## src/sv/abtt_ram.sv

```systemverilog
`timescale 1ns / 1ps
module abtt_ram #(
    parameter int WIDTH = 8,
    parameter int DEPTH = 64,
    parameter int AW    = (DEPTH > 1) ? $clog2(DEPTH) : 1
) (
    input  logic             aclk,
    input  logic             we,
    input  logic [AW-1:0]    waddr,
    input  logic [WIDTH-1:0] wdata,
    input  logic             re,
    input  logic [AW-1:0]    raddr,
    output logic [WIDTH-1:0] rdata
);

    logic [WIDTH-1:0] mem [DEPTH];

    always_ff @(posedge aclk) begin
        if (we) begin
            mem[waddr] <= wdata;
        end
        if (re) begin
            rdata <= mem[raddr];
        end
    end

endmodule

```

## config.mk

```make
export PLATFORM = sky130hd
export DESIGN_NAME = abtt_ram
export DESIGN_NICKNAME = d
export VERILOG_FILES = /design/src/sv/abtt_ram.sv
export SDC_FILE = /design/constraint.sdc
export NUM_CORES = 1
export LEC_CHECK = 0
export ABC_AREA = 0
export BUFFER_PORTS_ARGS = -buffer_cell sky130_fd_sc_hd__buf_2
export CELL_PAD_IN_SITES_DETAIL_PLACEMENT = 0
export CELL_PAD_IN_SITES_GLOBAL_PLACEMENT = 2
export CORE_MARGIN = 8
export CORE_UTILIZATION = 25
export DETAILED_ROUTE_END_ITERATION = 8
export PLACE_DENSITY = 0.52
export SYNTH_ARGS = -nofsm -noshare
export SYNTH_HDL_FRONTEND = slang
export SYNTH_SLANG_ARGS = --single-unit
```

## constraint.sdc

```tcl
create_clock -name aclk -period 5.68 [get_ports aclk]
set_clock_uncertainty 0.2 [all_clocks]
set_input_delay 1.136 -clock aclk [delete_from_list [all_inputs] [get_ports aclk]]
set_output_delay 1.136 -clock aclk [all_outputs]
set_load 0.01 [all_outputs]
```

---- After elaboration in Yosys (flattened, before gate mapping) ----
Memory sizes are Yosys's and may differ from the RTL's. A register that Yosys moved wholly into a read port is not among the register bits.
Index checks and enable logic that the tools add are counted.
storage, ports and cells
  output and inout bits ................... 8
  bits in registers ....................... 0
  input port bits ......................... 23
  logic and storage cells ................. 3
  memories ................................ 1
  memory bits (writable) .................. 512
memories
  name  words  bits a word  rd ports  clocked after Yosys merged registers in  write ports  line  source
  mem   64     8            1         1                                        1            16    logic [WIDTH-1:0] mem [DEPTH];
cells by class
  multiplexer cells ....................... 2
operators by type and width
  kind              count
  2-to-1 mux 1 bit  2

---- Logic depth before layout (Yosys ltp) ----
  depth in word-level cells ............... 2
  gate-level depth with buffers ........... 9

---- Worst setup path before layout ----
OpenSTA, ideal clock, no wires.
  path type ............................... input -> register
  from .................................... input raddr[1]
  to ...................................... register rdata[3], read port of mem, data pin
  path slack .............................. 2.538 ns
  library setup time ...................... 0.266 ns
  stages on the path ...................... 7
  data required time ...................... 5.214 ns
  arrival time ............................ 2.676 ns
  path buffers ............................ 3
  path through ............................ buf_4 > buf_2 > buf_2 > mux4_2 > mux4_2 > o21ai_1 > o41ai_1
RTL lines
  element          line  source
  start, declared  12    input logic [AW-1:0] raddr,
  end, declared    13    output logic [WIDTH-1:0] rdata

==> impl_metrics.py <==
metrics = {
    "outcome": {
        "status": "finished clean",
    },
    "clocking": {
        "h-tree-depth": 2,
        "clk_latency_ns": 0.61,
        "cts_resized": 0,
        "cts_buffer_depth": 3,
        "post_cts_buffers": 0,
        "numCtsBuffers": 54,
        "cts-hold-fix-buffers": 0,
        "cts_sinks": 520,
        "cts_tree": "done",
        "path_clk_slew_ns": 0.06,
        "cts_root_buf": "clkbuf_16",
    },
    "power": {
        "total_power_uw": 8125,
        "powerDensity_nw_per_um2": 348.2,
        "power.leakage_uw": 0.007041,
        "max-vdd-ir-drop_v": 0.0002277,
    },
    "final_layout": {
        "multi_input_area_um2": 4315,
        "stdcell_count": 2103,
        "nFillCells": 7890,
        "register_area_um2": 15620,
        "area_growth_pct": 15.24,
        "layout-drive-gt1-share_pct": 26.10,
        "nNetsFinal": 1022,
    },
    "routing": {
        "viasPerCell": 4.511,
        "vias": 9487,
        "dr.pass1.iters": 5,
        "drtIter0Drc": 647,
        "detail_route.wl_per_cell_um": 25.22,
        "ant_nets": 0,
        "wl_mm": 53.04,
        "drc_errors": 0,
    },
    "run": {
        "maxCapViolCount": 0,
    },
    "sta": {
        "hold_viol": 0,
        "holdWs_ns": 0.7374,
        "setup-violations-final": 0,
        "slew_headroom_pct": 22.58,
        "tns_ns": 0,
        "fin_ws_ns": 2.134,
        "fin_crit_ns": 3.546,
        "fmax_ghz": 0.2820,
        "rsz0062_at_grt": "no",
        "tightest_slew_ns": 1.157,
        "min_period_over_period_pct": 62.44,
        "final_max_slew_viol_count": 0,
    },
    "worst_setup_path": {
        "worst_path_dominant_cell_family": "multiplexers",
        "cp_max_fo": 51,
        "cp.arrival_ns": 3.67,
        "cp_slowest_cell": "mux4_2",
        "crit_path_start_kind": "primary input",
        "cp_num_buf_inv": 1,
        "cp_data_required_time_ns": 5.80,
        "cp-end-kind": "register",
        "cpPeakStageDelay_ns": 0.59,
        "cp_cell_sequence": "clkbuf_8 > mux4_2 > mux2_2 > o221a_2 > nor3_1 > o32ai_1",
        "crit_type": "in2reg",
    },
    "synth": {
        "synthSimpleGateAreaFrac_pct": 3.374,
        "synth_edf_count": 520,
        "syn_area_um2": 20250,
        "synth-seq-area-share_pct": 77.12,
        "synth_cell_types": 39,
        "ys_ff_latch": 520,
        "synth_top_area_share_pct": 77.12,
        "yosysTopAreaCell": "edfxtp_1",
        "postSynth.asyncResetShare_pct": 0,
        "ys_top_cells_by_area": "edfxtp_1 (77%), mux4_2 (14%), nor2_1 (1.5%)",
        "synth_compound_area_share_pct": 2.064,
        "ys_warn_count": 0,
        "synth_top_family_by_area": "multiplexers",
        "synth_xor_area_share_pct": 0,
        "synth_ff_type": "edfxtp_1",
        "muxShareOfSynthArea_pct": 15.88,
        "synth_fp_nets": 963,
        "synthCells": 940,
        "synthAdderAreaFrac_pct": 0,
        "avgSynthCellArea_um2": 21.54,
    },
    "global_route": {
        "grt_max_degree": 65,
        "antenna_found_initial": 2,
        "gr-total-overflow": 0,
        "grt_pass1_wl_mm": 76.19,
        "grt_pass1_vias": 10070,
        "grt.total_usage_pct": 11.65,
    },
    "die": {
        "ios": 31,
        "core_area_um2": 80420,
        "fp-row-count": 104,
        "die-area_um2": 90350,
        "die_y_um": 300.6,
        "chipWidth_um": 300.6,
        "start_util_pct": 25.18,
    },
    "placement": {
        "preCtsSetupSlack_ns": 1.455,
        "io_buffers": 30,
        "dp.cells": 2003,
        "gp_congestion": 0.7419,
        "dpl.hpwl_mm": 32.17,
    },
    "worst_hold_path": {
        "hp-class": "reg2reg",
    },
}
## placed cells by master, fill, tap and decap left out, drive strengths merged, types with 2 or more instances in the layout
master | synthesis | final
clkinvlp | 0 | 3
nand2b | 7 | 7
nor2 | 83 | 83
o22ai | 8 | 8
mux4 | 126 | 126
nor4 | 2 | 2
a21oi | 3 | 3
clkbuf | 17 | 67
o221ai | 8 | 8
o32ai | 2 | 2
nand3b | 3 | 3
nand2 | 19 | 19
nand4 | 2 | 2
o2111ai | 3 | 3
clkinv | 0 | 23
bufinv | 0 | 5
nand3 | 13 | 13
a2111oi | 2 | 2
buf | 34 | 53
o21a | 2 | 2
o21ai | 4 | 4
a211oi | 4 | 4
nor3 | 7 | 7
a221oi | 6 | 6
inv | 0 | 2
o41ai | 2 | 2
mux2i | 23 | 23
edfxtp | 520 | 520
nor2b | 14 | 14
o221a | 2 | 2
a22oi | 3 | 3
o2bb2ai | 3 | 3
mux2 | 13 | 13
## cell usage after synthesis, drive strengths merged, types with 3 or more instances
cell     instances
a22oi            3
buf             34
mux2            13
o2bb2ai          3
nand3           13
nor2b           14
a211oi           4
o2111ai          3
a221oi           6
o221ai           8
o22ai            8
clkbuf          17
nand2b           7
nor2            83
nand3b           3
mux4           126
nand2           19
nor3             7
mux2i           23
edfxtp         520
a21oi            3
o21ai            4
## state kept, by name, summed over array words and instances (netlist names)
signal and flops:
mem 512, rdata 8
## tightest hold or removal path, stage by stage, from the launching register on
cell	delay [ns]
edfxtp_1	0.31
mux4_2	0.22
nor2_1	0.05
o32ai_1	0.21
## through the flow
stage          utilization (%)  area, µm²
2_1_floorplan                -      20250
3_3_place_gp             26.89      21630
3_5_place_dp             26.89      21630
4_1_cts                  29.01      23330
5_1_grt                  29.01      23330
6_report                 29.01      23330
## where the power goes
group / leakage, µW / switching (µW) / internal (µW)
Combinational: 0.00153 / 257 / 145
Clock: 0.000829 / 1480 / 1970
Sequential: 0.00469 / 14.5 / 4260
Total: 0.00704 / 1750 / 6380
## worst paths after layout
path,start,depth (start not counted),endpoint,slack (ns)
hold / removal,mem[30][6],3,rdata[6],0.74
setup reg to reg,mem[29][4],5,rdata[4],3.04
setup / recovery,raddr[0],6,rdata[4],2.13
hold reg to reg,mem[30][6],3,rdata[6],0.74
## per-layer routing
layer	wire length, µm	up-vias	GRT usage [%]	part of all wire, %
li1	-	4057	-	-
met1	23640	5140	15.64	45
met2	25170	216	18.81	47
met3	2606	72	2.364	4.9
met4	1604	2	3.866	3.0
met5	9	-	0	0.017
## logic make-up after synthesis
group	Yosys count
AO/OA/AOI/OAI	54
buffers and inverters	51
flip-flops	520
multiplexers	162
AND/OR/NAND/NOR	153
## layout make-up
cell class | count | area share, %
tap | 1060 | 5.684
multi-input combinational | 369 | 18.50
clock inverter | 33 | 1.319
clock buffer | 66 | 5.985
timing repair buffer | 54 | 1.582
sequential | 520 | 66.92
antenna | 1 | 0.01073
Note: power is estimated with default switching activity, not from simulation.
