### config.mk
export PLATFORM = sky130hd
export DESIGN_NAME = abtt_log
export DESIGN_NICKNAME = d
export VERILOG_FILES = /design/src/sv/abtt_pkg.sv /design/src/sv/abtt_log.sv
export SDC_FILE = /design/constraint.sdc
export NUM_CORES = 2
export LEC_CHECK = 0
export ABC_AREA = 1
export BUFFER_PORTS_ARGS = -buffer_cell sky130_fd_sc_hd__buf_2
export CAP_MARGIN = 10
export CORE_AREA = 2 2 197 276
export DETAILED_ROUTE_END_ITERATION = 8
export DIE_AREA = 0 0 199 278
export PLACE_DENSITY = 0.77
export SLEW_MARGIN = 20
export SYNTH_ARGS = -nofsm -noshare
export SYNTH_HDL_FRONTEND = slang
export SYNTH_SLANG_ARGS = --single-unit
### constraint.sdc
create_clock -name aclk -period 16.5 [get_ports aclk]
set_input_delay 0.825 -clock aclk [delete_from_list [all_inputs] [get_ports aclk]]
set_output_delay 0.825 -clock aclk [all_outputs]
set_load 0.03 [all_outputs]
### src/sv/abtt_pkg.sv
`timescale 1ns / 1ps
package abtt_pkg;

    typedef struct packed {
        logic [1:0]  mode;
        logic [11:0] batch_len;
        logic [31:0] timestamp_ms;
        logic [15:0] forced_timeout_ms;
    } abtt_in_t;

    typedef struct packed {
        logic [15:0] timeout_ms;
        logic [19:0] mean_batch;
        logic [16:0] avg_utilization;
        logic [31:0] rate_q16;
    } abtt_out_t;

    localparam int DIV_NW = 48;
    localparam int DIV_DW = 35;
    localparam int LOG_XW = 13;
    localparam int LOG_RW = 20;
    localparam int LOG_STEPS = 16;

    typedef struct packed {
        logic              start;
        logic [DIV_NW-1:0] dividend;
        logic [DIV_DW-1:0] divisor;
    } div_req_t;

    typedef struct packed {
        logic              done;
        logic [DIV_NW-1:0] quotient;
    } div_rsp_t;

    typedef struct packed {
        logic              start;
        logic [LOG_XW-1:0] x;
    } log_req_t;

    typedef struct packed {
        logic              done;
        logic [LOG_RW-1:0] result;
    } log_rsp_t;

endpackage

### src/sv/abtt_log.sv
`timescale 1ns / 1ps
module abtt_log
    import abtt_pkg::*;
(
    input  logic     aclk,
    input  logic     aresetn,
    input  log_req_t req,
    output log_rsp_t rsp
);

    logic        busy_reg;
    logic        done_reg;
    logic [4:0]  cnt_reg;
    logic [3:0]  n_reg;
    logic [15:0] frac_reg;
    logic [30:0] m_reg;
    logic [3:0]  n_start;
    logic [30:0] m_start;
    logic [61:0] square;
    logic [31:0] sq_top;

    always_comb begin
        n_start = '0;
        for (int i = 0; i < LOG_XW; i++) begin
            if (req.x[i]) begin
                n_start = 4'(i);
            end
        end
    end

    assign m_start = 31'({req.x, 30'b0} >> n_start);
    assign square  = 62'(m_reg) * 62'(m_reg);
    assign sq_top  = square[61:30];

    always_ff @(posedge aclk) begin
        if (!aresetn) begin
            busy_reg <= 1'b0;
            done_reg <= 1'b0;
            cnt_reg  <= '0;
        end else begin
            done_reg <= 1'b0;
            if (req.start) begin
                busy_reg <= 1'b1;
                cnt_reg  <= '0;
            end else if (busy_reg) begin
                cnt_reg <= cnt_reg + 5'd1;
                if (cnt_reg == 5'(LOG_STEPS - 1)) begin
                    busy_reg <= 1'b0;
                    done_reg <= 1'b1;
                end
            end
        end
    end

    always_ff @(posedge aclk) begin
        if (req.start) begin
            n_reg    <= n_start;
            m_reg    <= m_start;
            frac_reg <= '0;
        end else if (busy_reg) begin
            frac_reg <= {frac_reg[14:0], sq_top[31]};
            m_reg    <= sq_top[31] ? sq_top[31:1] : sq_top[30:0];
        end
    end

    assign rsp.done   = done_reg;
    assign rsp.result = {n_reg, frac_reg};

endmodule
# After elaboration in Yosys (flattened, before gate mapping)
# Cells that the tools add are included.
# totals
ff_bits	58
latchBits	0
ram_bits	0
romBits	0
input_bits	16
elab_cells	34
n_memories	0
# classes
addsub	1
n_mul	1
div	0
n_lt_le_gt_ge	0
eq_ne	1
n_shift	1
n_mux	19
n_bitwise	2
reduce_logical	3
# op_table
op	n
$mux W31	3
$mul A31 B31 Y62	1
$mux W4	11
$shr A43 B4 Y31	1
$add A5 B1 Y5 const B	1
$eq A5 B4 Y1 const B	1
$mux W1	5
$reduce_or A3 Y1	1
$not A1 Y1	2
$reduce_bool A2 Y1	1
$reduce_or A2 Y1	1

# Logic depth before layout (Yosys ltp)
# depth
ltp_word	14
mapped_depth	35
ltp_nobuf	32

# Worst setup path after synthesis
# Ideal clock, no wire load.
# synth_path
path_type	reg2reg
start	reg m_reg[8]
end	reg m_reg[18] (data pin)
setup_time_ps	254
arrival_ps	6813
required_ps	16246
path_slack_ps	9433
stages_incl_launch_ff	30
period_less_slack_ps	7067
path_cell_list	edfxtp_1 -> clkbuf_1 -> buf_1 -> nand2_1 -> fa_1 -> fa_1 -> inv_1 -> fa_1 -> inv_1 -> fa_1 -> inv_1 -> fa_1 -> fa_1 -> fa_1 -> inv_1 -> fa_1 -> inv_1 -> ha_1 -> nand2_1 -> nor4_2 -> and3_1 -> nand2_1 -> nand2_1 -> nand2_1 -> nand2_2 -> buf_6 -> buf_8 -> nand2_1 -> nand3_1 -> nand2_1
# synth_via
elab_chain_len	4
# synth_rtl
element	line	text
start: declaration	abtt_log.sv:16	logic [30:0] m_reg;
start signal: assignment	abtt_log.sv:58	m_reg <= m_start;
start signal: assignment	abtt_log.sv:62	m_reg <= sq_top[31] ? sq_top[31:1] : sq_top[30:0];
$mul A31 B31 Y62	abtt_log.sv:32	assign square = 62'(m_reg) * 62'(m_reg);
$mux W31	abtt_log.sv:62	
$mux W31	abtt_log.sv:60	end else if (busy_reg) begin
$mux W31	abtt_log.sv:56	if (req.start) begin
# No other way between the ends. The select of a mux whose other input is x is not followed.
# A chain may end at the register's enable or synchronous reset.

# Worst setup path in the final report
# layout_path
start	reg m_reg[11]
end	reg m_reg[30] (data pin)
# Same word-level chain as after synthesis.

==> results.txt <==
The synthesized-area fraction occupied by ao, oa, aoi and oai cells came out at 0.0376. The run gives 0 as the residual overflow from global routing. The number of buffers created by CTS came out at 9.

Sequential fraction of the synthesis area: 0.0483. TritonCTS built the clock tree. The run gives 81,100 um as the wire length after detailed routing. The maximum root-to-sink buffer count is 2. The first global-routing pass estimated 135,000 um of wire. The clock slew seen by the registers of the worst setup and hold paths is 0.05 ns, and the clock insertion delay at the later pin of the skew report is 0.34 ns. Buffers added to address setup during post-CTS repair amount to 0. The setup TNS was 0 ns. The number of DRC violations after detailed routing was 0. Total of fill cells in the finished design: 4,646. The starting utilization of the core area is 0.591. By instance count, the cell type seen most on the critical path is sky130_fd_sc_hd__fa_1.

The path class of the tightest hold or removal check is register to register. Via density per instance: 5.29. The logs give 37 for the number of top-level design ports and 1.03 for the placer's final routability congestion estimate. The tools report the largest net degree at the start of global routing as 47. The tools report the final-report max-slew violation count as 0. Startpoint-to-endpoint class of the critical path: register to register. Xor and xnor fraction of the mapped netlist area: 0.0112.

The logs give 31,300 um2 for the area of the mapped netlist and 24,200 for the via count of the routed design. The clock net in this run drives a total of 58 sinks. The flip-flop count of the largest register after layout is 31. The adder and majority gate portion of the synthesized area was 0.586. Post-route worst hold slack: 0.477 ns.

Setup repair after global routing left no endpoint under its margin. The tree is rooted in a sky130_fd_sc_hd__clkbuf_16. The endpoint kind of the worst setup timing path was a register. During synthesis, Yosys emitted a total of 0 warnings. The total half-perimeter wirelength after legalization and detailed placement is 66,800 um.

The post-synthesis simple-gate area fraction works out to 0.154. The count of buffers added on input and output ports is 36. The category of the worst setup path launch point is a register. The tightest slew margin relative to the limit was 0.285; the hold buffer count at cts was 0. The hold violation count in the final report is 0, and the post-layout minimum cycle time is 8.57 ns. The via count of the first global-routing pass is 27,200. The initial antenna violation count is 2, and the floorplan die area is 55,300 um2.

Setup violations remaining at the end of the flow were counted as 0. Along the worst path, the maximum fanout reaches 33. Measured along the y axis, the die boundary spans 278 um.

By area, the combinational part of the netlist is dominated by adder cells. Horizontal die dimension: 199 um. The fraction of layout cells with a size suffix above 1 is 0.0275, and the area of the core is 52,900 um2.

The core occupancy in the finished layout is 0.613, and the final worst clock skew is 0.00460 ns. For the worst setup path, the data required time is 16.59 ns. The all-layer global routing usage is 0.317.

The violation count after the first detailed-routing iteration was 1,566. The number of unique standard cell types used by synthesis is 42. For the data arrival time at the worst-slack endpoint, the log shows 8.66 ns.

The cell type of the slowest stage on the worst timing path is sky130_fd_sc_hd__edfxtp_1. The post-cts repair resize count was 0. The deepest level of the CTS H-tree is 3. The detail route stage leaves a number of antenna-violating nets equal to 0.

The delay of the slowest cell on the worst path is 0.86 ns, and the number of maximum-capacitance violations is 0. When the netlist entered floorplanning its net count stood at 4,914. After floorplanning, the core was divided into 100 placement rows. The slew at the pin closest to its max-slew limit is 1.07 ns, and the number of detailed-routing iterations run before antenna repair is 6. Averaged over all synthesized cells, the footprint is 8.06 um2. In the final routed layout, each cell accounts on average for 17.8 um. The synthesized netlist cell count is 3,881, and the net count reported at finish is 4,878. Static timing analysis puts the maximum clock frequency at 117 MHz. The final critical-path share of the clock period is 0.519. The run finished with clean final reports.

In this run, synthesis produced a sequential element count of 58. From synthesis to final layout, the design area changed by 3.63%. The post-synthesis mux area share was 0.
## layer usage
| layer | track usage | wire, um | vias up |
|---|---|---|---|
| li1 | - | - | 11000 |
| met1 | 0.359 | 28300 | 12000 |
| met2 | 0.585 | 43700 | 843 |
| met3 | 0.0291 | 4210 | 315 |
| met4 | 0.170 | 5030 | 0 |
| met5 | 0 | 0 | - |
## synthesized netlist by cell type (all sizes together)
cell type | number | area, um2
a211oi | 2 | 15.0
a21boi | 1 | 7.51
a21o | 5 | 37.5
a21oi | 105 | 533
a31o | 2 | 17.5
a31oi | 2 | 12.5
and2 | 1 | 6.26
and3 | 1 | 6.26
buf | 25 | 139
clkbuf | 91 | 342
dfxtp | 23 | 460
edfxtp | 35 | 1050
fa | 747 | 15000
ha | 270 | 3380
inv | 1236 | 4640
nand2 | 831 | 3130
nand3 | 131 | 661
nand3b | 11 | 82.6
nand4 | 8 | 50.1
nor2 | 199 | 764
nor3 | 11 | 55.1
nor4 | 4 | 31.3
o211ai | 1 | 7.51
o21a | 8 | 60.1
o21ai | 59 | 295
o21bai | 13 | 97.6
o22ai | 15 | 93.8
or2 | 4 | 25.0
xnor2 | 20 | 175
xor2 | 20 | 175
## cell families after synthesis
group | count (synthesis)
XOR/XNOR | 40
AND/OR/NAND/NOR | 1201
AO/OA/AOI/OAI | 213
flip-flops | 58
adder cells (fa/ha/maj) | 1017
buffers and inverters | 1352
## area by class of cell
| cell class | count | area (um2) | area share |
|---|---|---|---|
| well taps | 714 | 893 | 0.0275 |
| diodes | 2 | 5.00 | 0.000154 |
| flip-flops and latches | 58 | 1510 | 0.0466 |
| clock inverters | 4 | 23.8 | 0.000733 |
| multi-input cells | 2471 | 24700 | 0.761 |
| clock buffers | 12 | 268 | 0.00825 |
| inverters | 1236 | 4640 | 0.143 |
| repair buffers | 69 | 428 | 0.0132 |
## stage by stage
| step | std cells | setup slack [ns] | cell area, um2 |
|---|---|---|---|
| floorplan | 3881 | 9.43 | 31300 |
| finish | 4566 | 7.93 | 32400 |
| global route | 4566 | 7.44 | 32400 |
| CTS | 4564 | 7.97 | 32400 |
| global placement | 4548 | 8.09 | 32100 |
| detailed placement | 4548 | 8.00 | 32100 |
## cell usage in the layout, fill, tap and decap left out, drive strengths merged, types with 2 or more instances in the layout
cell / count
a31o: 2
o21ai: 59
diode: 2
nor4: 4
nand4: 8
edfxtp: 35
ha: 270
clkbuf: 12
a211oi: 2
dfxtp: 23
a31oi: 2
fa: 747
or2: 4
nor3: 11
o21bai: 13
inv: 1236
nand2: 831
a21o: 5
o21a: 8
nand3: 131
xnor2: 20
buf: 69
a21oi: 105
nand3b: 11
clkinv: 4
xor2: 20
o22ai: 15
nor2: 199
## worst max-delay path: cells and delay by family (launching register included)
kind | cells | cell delay, ns
adder cells (fa/ha/maj) | 9 | 4.29
buffers and inverters | 8 | 1.37
AND/OR/NAND/NOR | 9 | 1.27
AO/OA/AOI/OAI | 3 | 0.48
flip-flops | 1 | 0.86
## worst paths after layout
check	startpoint	end	slack [ns]	cells after the start
worst max-delay path	m_reg[11]$_SDFFCE_PP0P_	m_reg[30]$_DFFE_PP_	7.93	29
worst min-delay path	frac_reg[15]$_SDFFE_PP0P_	frac_reg[15]$_SDFFE_PP0P_	0.48	2
worst max register to register	m_reg[11]$_SDFFCE_PP0P_	m_reg[30]$_DFFE_PP_	7.93	29
worst min register to register	frac_reg[15]$_SDFFE_PP0P_	frac_reg[15]$_SDFFE_PP0P_	0.48	2
Power is not shown: default switching activity piles up to over one toggle a cycle in this logic, so the estimate is an artifact.
