==> config.mk <==
export PLATFORM = sky130hd
export DESIGN_NAME = abtt_div
export DESIGN_NICKNAME = d
export VERILOG_FILES = /design/src/sv/abtt_pkg.sv /design/src/sv/abtt_div.sv
export SDC_FILE = /design/constraint.sdc
export NUM_CORES = 1
export LEC_CHECK = 0
export BUFFER_PORTS_ARGS = -buffer_cell sky130_fd_sc_hd__buf_2
export CORE_MARGIN = 1.5
export CORE_UTILIZATION = 58
export CTS_BUF_LIST = sky130_fd_sc_hd__clkbuf_2
export DETAILED_ROUTE_END_ITERATION = 10
export MAX_ROUTING_LAYER = met4
export PLACE_DENSITY = 0.92
export REMOVE_ABC_BUFFERS = 1
export SLEW_MARGIN = 20
export SYNTH_ARGS = -nofsm -noshare
export SYNTH_HDL_FRONTEND = slang
export SYNTH_SLANG_ARGS = --single-unit
==> constraint.sdc <==
create_clock -name aclk -period 3.8 [get_ports aclk]
set_input_delay 0.76 -clock aclk [delete_from_list [all_inputs] [get_ports aclk]]
set_output_delay 0.76 -clock aclk [all_outputs]
set_load 0.01 [all_outputs]
==> src/sv/abtt_pkg.sv <==
`timescale 1ns / 1ps
package abtt_pkg;

    typedef struct packed {
        logic [1:0]  mode;
        logic [11:0] batch_len;
        logic [31:0] timestamp_ms;
        logic [15:0] forced_timeout_ms;
    } abtt_in_t;

    typedef struct packed {
        logic [15:0] timeout_ms;
        logic [19:0] mean_batch;
        logic [16:0] avg_utilization;
        logic [31:0] rate_q16;
    } abtt_out_t;

    localparam int DIV_NW = 48;
    localparam int DIV_DW = 35;
    localparam int LOG_XW = 13;
    localparam int LOG_RW = 20;
    localparam int LOG_STEPS = 16;

    typedef struct packed {
        logic              start;
        logic [DIV_NW-1:0] dividend;
        logic [DIV_DW-1:0] divisor;
    } div_req_t;

    typedef struct packed {
        logic              done;
        logic [DIV_NW-1:0] quotient;
    } div_rsp_t;

    typedef struct packed {
        logic              start;
        logic [LOG_XW-1:0] x;
    } log_req_t;

    typedef struct packed {
        logic              done;
        logic [LOG_RW-1:0] result;
    } log_rsp_t;

endpackage

==> src/sv/abtt_div.sv <==
`timescale 1ns / 1ps
module abtt_div
    import abtt_pkg::*;
(
    input  logic     aclk,
    input  logic     aresetn,
    input  div_req_t req,
    output div_rsp_t rsp
);

    logic              busy_reg;
    logic              done_reg;
    logic [5:0]        cnt_reg;
    logic [DIV_NW-1:0] q_reg;
    logic [DIV_DW-1:0] rem_reg;
    logic [DIV_DW-1:0] div_reg;
    logic [DIV_DW:0]   shifted;
    logic              fits;

    assign shifted = {rem_reg, q_reg[DIV_NW-1]};
    assign fits    = shifted >= {1'b0, div_reg};

    always_ff @(posedge aclk) begin
        if (!aresetn) begin
            busy_reg <= 1'b0;
            done_reg <= 1'b0;
            cnt_reg  <= '0;
        end else begin
            done_reg <= 1'b0;
            if (req.start) begin
                busy_reg <= 1'b1;
                cnt_reg  <= 6'(DIV_NW - 1);
            end else if (busy_reg) begin
                cnt_reg <= cnt_reg - 6'd1;
                if (cnt_reg == '0) begin
                    busy_reg <= 1'b0;
                    done_reg <= 1'b1;
                end
            end
        end
    end

    always_ff @(posedge aclk) begin
        if (req.start) begin
            q_reg   <= req.dividend;
            div_reg <= req.divisor;
            rem_reg <= '0;
        end else if (busy_reg) begin
            q_reg   <= {q_reg[DIV_NW-2:0], fits};
            rem_reg <= fits ? DIV_DW'(shifted - {1'b0, div_reg}) : shifted[DIV_DW-1:0];
        end
    end

    assign rsp.done     = done_reg;
    assign rsp.quotient = q_reg;

endmodule

Yosys cells after proc, flatten, opt, wreduce, memory -nomap -nowiden
Index checks and enable logic that the tools add are counted.
Cells by class
  $add $sub $neg: 2
  magnitude comparators: 1
  reduce and logical (&&, ||, !) cells: 4
  muxes and demuxes: 9
  bitwise gates (word level): 2
Operators with widths (count)
  2-to-1 mux 48 bit: 2
  >= comparator 36 x 35 -> 1 bit: 1
  2-to-1 mux 35 bit: 1
  subtractor 35 bit: 1
  2-to-1 mux 6 bit: 2
  zero test 6 bit: 1
  subtractor 6 x 1 -> 6 bit (second input constant): 1
  2-to-1 mux 1 bit: 4
  OR reduction 3 bit: 1
  inverter 1 bit: 2
  nonzero test 2 bit: 1
  OR reduction 2 bit: 1
Storage, ports and cells
  logic and storage cells: 25
  input bits: 86
  register bits: 126
  output and inout port bits: 49

Logic depth before layout (Yosys ltp)
Gate-level depths: netlist of run 1.
  depth in word-level cells: 4
  gate-level depth with buffers: 14
  depth with buffers taken out: 12

Least setup slack after synthesis of run 1
No wires, ideal clock.
  path kind: flip-flop to flip-flop
  start point: reg q_reg[47]
  end point: reg q_reg[0], data pin
  setup time: 0.260 ns
  cell stages (with the launch flop): 14
  path buffers: 2
  data required time: 3.540 ns
  arrival time: 2.547 ns
  period minus slack after synthesis: 2.807 ns
  path slack: 0.993 ns
  path through: edfxtp_1 -> inv_1 -> ha_1 -> fa_1 -> nand2b_1 -> a21oi_2 -> o21bai_2 -> a21oi_2 -> o31a_4 -> a31oi_4 -> a21oi_2 -> buf_6 -> buf_4 -> mux2_2
Between the ends
  cells in the longest elaborated chain, start to end: 3
RTL lines
  start, declared: line abtt_div.sv:14  | logic [DIV_NW-1:0] q_reg;
  start signal, assigned: line abtt_div.sv:45  | q_reg <= req.dividend;
  start signal, assigned: line abtt_div.sv:49  | q_reg <= {q_reg[DIV_NW-2:0], fits};
  >= comparator 36 x 35 -> 1 bit: line abtt_div.sv:21  | assign fits = shifted >= {1'b0, div_reg};
  2-to-1 mux 48 bit: line abtt_div.sv:48  | end else if (busy_reg) begin
  2-to-1 mux 48 bit: line abtt_div.sv:44  | if (req.start) begin
Every way passes these cells. The select of a mux whose other input is x is not followed.
A chain may end at the register's enable or synchronous reset.

Worst setup path after layout of run 1
  start point: reg q_reg[47]
  end point: reg rem_reg[3]
Between the ends
  cells in the longest elaborated chain, start to end: 2
  elaborated cells between the ends (all ways): 3
  classes of those cells: add/sub: 1; order compare: 1; mux: 1
RTL lines
  subtractor 35 bit / >= comparator 36 x 35 -> 1 bit (equally long branches): line abtt_div.sv:50, abtt_div.sv:21
  2-to-1 mux 35 bit *: line abtt_div.sv:50  | rem_reg <= fits ? DIV_DW'(shifted - {1'b0, div_reg}) : shifted[DIV_DW-1:0];
  end signal, assigned: line abtt_div.sv:50
  end, declared: line abtt_div.sv:15  | logic [DIV_DW-1:0] rem_reg;
Every way passes the cells marked *; elsewhere a longest branch is shown, timed or not.

==> results of run 1 <==
-- final cells by class --
class                           instances  area share [%]
Tap cell                              147            2.25
Timing Repair Buffer                  142            9.29
Multi-Input combinational cell        468            42.2
Clock inverter                         15            1.82
Clock buffer                           17            1.04
Sequential cell                       126            41.1
Inverter                               49            2.25
-- logic make-up (layout without fill, tap and decap cells) --
family / count (synthesis) / after routing / share of synthesized area [%]
AO/OA/AOI/OAI: 154 / 154 / 14.8
XOR/XNOR: 36 / 36 / 4.41
multiplexers: 76 / 76 / 11.6
flip-flops: 126 / 126 / 46.9
AND/OR/NAND/NOR: 164 / 164 / 10.6
buffers and inverters: 84 / 223 / 4.94
adder cells (fa/ha/maj): 38 / 38 / 6.76
-- synthesized netlist by cell type (all sizes together), types with 20 or more instances --
master,count,area [sq um]
nand2,57,214
dfxtp,43,861
nor2,52,195
inv,49,184
a211oi,20,155
mux2,49,556
o21ai,30,154
mux2i,27,270
xnor2,25,219
ha,37,463
a21oi,45,240
edfxtp,83,2490
-- layout by cell type (no fill, tap or decap), types with 5 or more instances in the layout --
cell type	Yosys	final
nand2_1	57	57
inv_1	49	48
ha_1	37	37
clkbuf_2	0	17
inv_6	0	7
a211oi_1	19	19
buf_4	2	7
a21o_1	19	19
o21bai_1	5	5
dfxtp_1	43	43
xnor2_1	25	25
o31a_1	5	5
a21oi_1	41	41
edfxtp_1	83	83
nand4_1	10	10
nor3_1	8	8
mux2i_1	27	27
xor2_1	11	11
mux2_2	48	48
o21ai_0	28	28
buf_2	6	133
nor2_1	52	52
nand3_1	10	10
-- path summary, 6_finish.rpt --
| check | start | endpoint | depth (start not counted) |
|---|---|---|---|
| setup / recovery | q_reg[47] | rem_reg[3] | 13 |
| hold / removal | req[10] | div_reg[10] | 1 |
| setup reg to reg | q_reg[47] | rem_reg[3] | 13 |
| hold reg to reg | rem_reg[18] | rem_reg[18] | 2 |
-- critical path: stages, from the launching register on --
cell and delay (ps):
edfxtp_1 410, inv_1 60, ha_1 220, fa_1 390, nand2b_1 190, a21oi_2 170
o21bai_2 120, a21oi_2 180, o31a_4 210, a31oi_4 110, a21oi_4 390, buf_4 330
mux2i_1 220, a211oi_1 80
-- power groups by stage --
stage	Combinational, uW	Clock (uW)	Sequential (uW)
floorplan	394	0	1700
detailed placement	646	0	1670
finish	652	848	1640
global placement	630	0	1670
CTS	650	867	1650
global route	719	923	1660
-- layer usage --
layer  vias up  wire length [microns]  global-route usage [%]
li1       2707                      -                       -
met1      2557                   6670                    32.0
met2       210                   7390                    41.3
met3        34                   1250                    8.29
met4         0                    320                    9.58
met5         -                      0                       -
-- stage by stage --
stage	hold slack, ps	utilization [%]
finish	138	67.9
global route	61.8	67.9
CTS	107	67.9
detailed placement	479	66.0
global placement	473	66.0
floorplan	453	-
==> metrics.txt, run 1 <==
status=finished clean; Via density=5.71; CTS Hold Bufs=0; part of the power in registers=52.3%; fillcell total=880; Register Area=3350 sq um; WL final=15.6 mm; Post-Syn Area=7150 sq um; HPWL Detailed=11.5 mm; Comb power frac=20.7%; Design Area, Final=8160 sq um; ys flop type=edfxtp_1; initial DRC count=326; Initial Util=59.5%; routed length per instance=16.2 microns; post-CTS sizing=0; Post-CTS Setup Bufs=0; Core ar.=12,000 sq um; H-Tree Depth=4; GP Congestion=0.925; ratio of cells with drive above 1 in the final layout=29.7%; # diodes=0; Mapped Cells=678; All-Layer GR Usage=26.3%; period utilization=85.5%; post-route insts no fill=964; die area=13,000 sq um; placed cell count=932; worst vdd ir=0.348 mV; total congestion overflow=0; final worst slack=550 ps; Nets=928; Mapped Avg Cell Area=10.5 sq um; critical setup path kind=flip-flop to flip-flop; Final setup viols=0; Final Critical Period=3250 ps; max reg flops=48; P_int=2130 uW; Place WS=634 ps; CTS Buffer Depth=2; DRT Pass-1 Iters=5; WP data arrival=3850 ps; Die Span Y=114 microns; RSZ-0062 raised after global routing=false; number of enable flip-flop cells after synthesis=83; initial antenna violation count=0; Post-Route Skew=54.6 ps; Startpoint Class=flip-flop; Hold Path Class=input pin to flip-flop; row count=40; total power draw=3140 uW; highest clock rate=0.308 GHz; Yosys warnings=0; CTS tree=done; CP Max Fanout=12; clock network fraction of total power=27.0%; first-pass GRT wire length=25.8 mm; drt drc=0; required time worst endpoint=4400 ps; clock-pin slew on the worst setup and hold paths=260 ps; Die X=114 microns; Tightest Pin Transition=645 ps; P_sw=1020 uW; switch share=32.4%; Rel. slew slack=57.0%; post-place instance area=7930 sq um; Post-synth ARST share=0%; leakage=0.00348 uW; Worst R2R Setup Slack=550 ps; #FFs+latches synth=126; largest net degree at the start of global routing=69; total CTS buffers=17; post-route ant nets=0; clk sink count=126; number of buffers added on ports=134; final hold vios=0; area of the multi-input gates=3450 sq um; area grow syn2layout=14.2%; I/O pin cnt=135; power density cells=385 nW/um^2; Slew Limit Fails=0; DR vias=5,508; Clock Tree Root=clkbuf_2; MaxCap Viol Count=0; Sum Neg Setup Slack=0 ps; CP Capture Type=flip-flop; Cell variety after synth=63; sequential cell area fraction in the yosys report=46.9%; clk_lat worst skew=770 ps; vias in the first global route=5,505
Note: power is estimated with default switching activity, not from simulation.
==> run 2: changes to the inputs <==
ABC_AREA = 1   (was unset)
BUFFER_PORTS_ARGS = unset   (was -buffer_cell sky130_fd_sc_hd__buf_2)
CORE_UTILIZATION = 67   (was 58)
DONT_BUFFER_PORTS = 1   (was unset)
==> run 2 against run 1 <==
Compared with the run above:
- the flow now finishes with violations (DRC)
- fmax increased by 15%
- clock power increased by 2.8%
- routed wire length increased by 17%
- synthesized area increased by 12%
- highest routed layer unchanged
==> metrics.txt, run 2 <==
drt drc=6 (+6); first-pass GRT wire length=30.1 mm (+16%); CTS tree=done; Tightest Pin Transition=726 ps (+80.4 ps); ratio of cells with drive above 1 in the final layout=4.63% (-25 points); post-CTS sizing=0 (unchanged); Mapped Cells=1,136 (+68%); # diodes=0 (unchanged); Yosys warnings=0 (unchanged); number of buffers added on ports=0 (-100%); Startpoint Class=flip-flop; Worst R2R Setup Slack=980 ps (+430 ps); Final setup viols=0 (unchanged); CP max-delay cell=nand2_2; Register Area=3350 sq um (unchanged); Clock Tree Root=clkbuf_2; #FFs+latches synth=126 (unchanged); Nets=1,255 (+35%); Initial Util=69.3% (+9.8 points); Final Critical Period=2820 ps (-433 ps); Core ar.=11,500 sq um (-4.1%); total CTS buffers=17 (unchanged); RSZ-0062 raised after global routing=false; max reg flops=48 (unchanged); initial DRC count=589 (+81%); CTS Buffer Depth=2 (unchanged); I/O pin cnt=135 (unchanged); highest clock rate=0.355 GHz (+15%); Post-synth ARST share=0% (unchanged); top cells by area, synth=edfxtp_1 31%, nand2_1 22%, dfxtp_1 11%; Post-CTS Setup Bufs=0 (unchanged); power density cells=343 nW/um^2 (-11%); largest area contributor in the netlist=edfxtp_1; Cell variety after synth=37 (-41%); HPWL Detailed=13.6 mm (+19%); Hold Path Class=input pin to flip-flop; r2r worst-path depth=15 (+2); vias in the first global route=6,524 (+19%); post-route ant nets=0 (unchanged); leakage=0.00447 uW (+28%); Synth top cells by count=475 x nand2_1, 202 x inv_1, 83 x edfxtp_1, 78 x nand3_1, 65 x nor2_1; initial antenna violation count=0 (unchanged); status=complete, but fails checks; Worst Hold Depth=0 (-1); required time worst endpoint=4390 ps (about the same); die area=12,600 sq um (-3.3%); most frequent CP cell=nand2_1; GP Congestion=0.994 (+7.5%); CP bufs+invs=2 (unchanged); Via density=5.45 (-4.7%); CP Capture Type=flip-flop; critical-path cell list=inv_1 > ha_1 > fa_1 > inv_1 > nand3_1 > nand3_1 > nand2_1 > nand3_2 > nand2_1 > nand2_1 > nand2_2 > nand2_2 > nand2_1 > nand3_1 > o21ai_0; All-Layer GR Usage=31.2% (+5.0 points); MaxCap Viol Count=0 (unchanged); most common cell in the netlist=nand2_1; largest net degree at the start of global routing=89 (+29%); sequential cell area fraction in the yosys report=42.0% (-4.9 points); critical setup path kind=flip-flop to flip-flop; number of enable flip-flop cells after synthesis=83 (unchanged); CP Max Fanout=34 (+22); Sum Neg Setup Slack=0 ps (unchanged); clk sink count=126 (unchanged); H-Tree Depth=4 (unchanged); final hold vios=0 (unchanged); Post-Route Skew=40.0 ps (-14.5 ps); clock-pin slew on the worst setup and hold paths=210 ps (-50 ps); CP max stage delay=490 ps (+80 ps); Die Span Y=112 microns (-1.7%); Post-Syn Area=7980 sq um (+12%); Slew Limit Fails=0 (unchanged); routed length per instance=14.2 microns (-13%); failing checks=DRC; WP data arrival=3410 ps (-440 ps); DR vias=7,010 (+27%); DRT Pass-1 Iters=8 (+3); Place WS=971 ps (+337 ps); Crit path max-delay family=simple AND/OR/NAND/NOR gates; worst vdd ir=0.328 mV (-5.5%); commonest non-fill, non-tap cell in the layout=nand2_1; final worst slack=983 ps (+433 ps); Rel. slew slack=51.6% (-5.4 points); top-area cell type share of the netlist area=31.3% (-3.6 points); ys flop type=edfxtp_1; row count=39 (-2.5%); WL final=18.2 mm (+17%); area grow syn2layout=3.59%; Mapped Avg Cell Area=7.02 sq um (-33%); Die X=112 microns (-1.7%); instance count on the critical path=15 (+2); total congestion overflow=0 (unchanged); period utilization=74.1% (-11 points); area of the multi-input gates=3670 sq um (+6.6%); CTS Hold Bufs=0 (unchanged); fillcell total=942 (+7.0%); commonest cells after routing, fill and taps aside=475 x nand2_1, 201 x inv_1, 83 x edfxtp_1; clk_lat worst skew=730 ps (-40 ps)
-- run 2: cell type report --
cell class | instances | area share [%]
Multi-Input combinational cell | 776 | 44.5
Clock inverter | 12 | 1.77
Timing Repair Buffer | 5 | 0.454
Clock buffer | 20 | 1.21
Sequential cell | 126 | 40.6
Inverter | 205 | 9.34
Tap cell | 143 | 2.17
-- run 2: through the flow --
stage               utilization, %  instances  area [sq um]  total power, uW  hold WS [ps]
global route                  71.7       1287          8260             2970          13.6
CTS                           71.7       1287          8260             2840          83.4
finish                        71.7       1287          8260             2830           101
global placement              69.6       1255          8010             1980           458
floorplan                        -       1107          7790             1900           444
detailed placement            69.6       1255          8020             1990           458
-- run 2: path summary, 6_finish.rpt --
path                 end   startpoint
max reg2reg   rem_reg[0]    q_reg[47]
min reg2reg  rem_reg[27]  rem_reg[27]
min          div_reg[25]      req[25]
max           rem_reg[0]    q_reg[47]
-- run 2: routing by layer --
layer	up-vias	track usage, %	part of all wire (%)
met5	-	-	0
met4	0	9.11	2.0
met3	28	8.42	7.8
met2	297	51.7	48
met1	3180	37.9	43
li1	3505	-	-
-- run 2: where the power goes --
part / total (uW) / switching, uW / internal [uW]
clock: 872 / 503 / 370
combinational: 303 / 205 / 98.3
sequential: 1660 / 83.8 / 1570
-- run 2: logic make-up (layout without fill, tap and decap cells) --
family,after synthesis,in the layout,synth area share [%]
AOI/OAI and AO/OA,64,64,4.38
xor gates and xnor gates,18,18,1.98
adders and majority gates,38,38,6.06
buffers and inverters,234,242,11.9
DFF,126,126,42.0
and+or+nand+nor,656,656,33.6
==> run 3: changes to the inputs <==
CORE_UTILIZATION = 60   (was 67)
PLACE_DENSITY = 0.88   (was 0.92)
clock period = 2.5 ns   (was 3.8 ns; I/O delays follow)
==> run 3 against run 2 <==
Compared with the run above:
- the run now ends clean
- clock skew is 9.0 ps higher
- hold slack worse by 51 ps
- combinational power is 110% higher
- power is 52% higher
- utilization is 0.73 points higher
- critical path type unchanged
- sequential power is 52% higher
==> metrics.txt, run 3 (synthesis results as in run 2) <==
status=finished clean; Die Span Y=118 microns (+5.5%); initial DRC count=540 (-8.3%); CP Max Fanout=12 (-65%); critical setup path kind=flip-flop to flip-flop; post-route ant nets=0 (unchanged); clock-pin slew on the worst setup and hold paths=200 ps (about the same); max reg flops=48 (unchanged); WP data arrival=2930 ps (-480 ps); most frequent CP cell=nand2_1; Nets=1,349 (+7.5%); Crit path max-delay family=simple AND/OR/NAND/NOR gates; All-Layer GR Usage=31.7% (+0.46 points); vias in the first global route=7,200 (+10%); CTS tree=done; die area=14,000 sq um (+11%); Tightest Pin Transition=509 ps (-216 ps); # diodes=0 (unchanged); RR Startpoint=q_reg[47]; Slew Limit Fails=0 (unchanged); area grow syn2layout=16.1%; MaxCap Viol Count=0 (unchanged); worst vdd ir=0.462 mV (+41%); post-route insts no fill=1,410 (+9.6%); first-pass GRT wire length=34.5 mm (+15%); Die X=118 microns (+5.5%); final hold vios=0 (unchanged); reg2reg end=rem_reg[6]; total congestion overflow=0 (unchanged); Core ar.=12,800 sq um (+11%); CP max stage delay=390 ps (-100 ps); fillcell total=966 (+2.5%); drt drc=0 (-6); total CTS buffers=17 (unchanged); required time worst endpoint=3110 ps (-1280 ps); row count=41 (+5.1%); period utilization=92.7% (+19 points); DR vias=7,516 (+7.2%); CP Launch Point=q_reg[47]; Via density=5.33 (-2.1%); total power draw=4300 uW (+52%); clk_lat worst skew=730 ps (about the same); clk sink count=126 (unchanged); HPWL Detailed=13.9 mm (+2.4%); I/O pin cnt=135 (unchanged); leakage=0.00488 uW (+9.0%); r2r worst-path depth=16 (+1); initial antenna violation count=0 (unchanged); critical-path cell list=inv_1 > ha_1 > fa_2 > inv_1 > nand3_1 > nand3_1 > nand2_1 > nand3_2 > nand2_1 > nand2_1 > nand2_4 > nand2_4 > clkbuf_16 > nand2_1 > nand3_1 > o21ai_1; GP Congestion=1.00 (+0.99%); worst setup path endpoint=rem_reg[6]; H-Tree Depth=4 (unchanged); Sum Neg Setup Slack=0 ps (unchanged); Layout Utilization=72.5% (+0.73 points); routed length per instance=15.0 microns (+5.9%); number of buffers added on ports=0 (unchanged); CP max-delay cell=edfxtp_1; Hold Path Class=input pin to flip-flop; CTS Buffer Depth=2 (unchanged); WL final=21.1 mm (+16%); largest net degree at the start of global routing=86 (-3.4%); instance count on the critical path=16 (+1); DRT Pass-1 Iters=6 (-2); Startpoint Class=flip-flop; highest clock rate=0.432 GHz (+22%); CP Capture Type=flip-flop; worst hold start=req[35]; power density cells=464 nW/um^2 (+35%); Worst R2R Setup Slack=180 ps (-800 ps); Final Critical Period=2320 ps (-500 ps); commonest cells after routing, fill and taps aside=473 x nand2_1, 201 x inv_1, 83 x edfxtp_1, 83 x dlygate4sd3_1, 78 x nand3_1; ratio of cells with drive above 1 in the final layout=5.57% (+0.94 points); placed cell count=1,292 (+2.9%); Initial Util=62.4% (-6.8 points); Clock Tree Root=clkbuf_2; Final setup viols=0 (unchanged); commonest non-fill, non-tap cell in the layout=nand2_1; CP bufs+invs=3 (+1); Rel. slew slack=66.0% (+14 points); Post-Route Skew=49.0 ps (+8.96 ps)
[run 3: stage by stage]
step           instance area (sq um)  setup slack (ps)  hold slack [ps]
2_1_floorplan                   7790              -363              444
4_1_cts                         9190               108             2.14
3_3_place_gp                    8130               185              455
6_report                        9260               183             49.2
3_5_place_dp                    8130               141              458
5_1_grt                         9260             -13.8             7.64
[run 3: final cells by class]
type / instances / area, sq um / area share, %
Clock buffer: 18 / 90.1 / 0.973
Clock inverter: 14 / 109 / 1.18
Inverter: 205 / 769 / 8.31
Multi-Input combinational cell: 776 / 3690 / 39.9
Sequential cell: 126 / 3350 / 36.2
Tap cell: 172 / 215 / 2.32
Timing Repair Buffer: 99 / 1020 / 11.1
[run 3: worst register-to-register path, stage by stage (launching register included)]
cell and delay [ps]:
edfxtp_1 390, inv_1 70, ha_1 230, fa_2 360, inv_1 80, nand3_1 70, nand3_1 110, nand2_1 80
nand3_2 90, nand2_1 70, nand2_1 120, nand2_4 90, nand2_4 110, clkbuf_16 180, nand2_1 60, nand3_1 60
o21ai_1 70
[run 3: worst min-delay path by stage]
stage | depth (start not counted) | endpoint | slack (ps)
6_report | 2 | q_reg[0] | 50
3_3_place_gp | 2 | rem_reg[13] | 450
2_1_floorplan | 2 | rem_reg[13] | 440
5_1_grt | 2 | q_reg[0] | 8
3_5_place_dp | 2 | rem_reg[25] | 460
4_1_cts | 2 | q_reg[0] | 2
[run 3: repair_timing]
action                                 in CTS  in global routing
setup buffers                               0                  1
hold buffers                               84                  0
endpoints found under the hold margin     125                  0
setup endpoints to repair                   0                 35
resized for setup                           0                  9
[run 3: layer usage]
layer  vias up  share of wire (%)  global-route usage (%)
met3        48                8.0                    7.67
met5         -                  0                       -
met2       337                 48                    52.2
li1       3693                  -                       -
met1      3438                 41                    38.7
met4         0                2.0                    9.53
[run 3: where the power goes]
group          switching (uW)  internal [uW]  total [uW]
combinational             378            251         629
clock                     866            276        1140
sequential                132           2390        2520
total                    1380           2920        4300
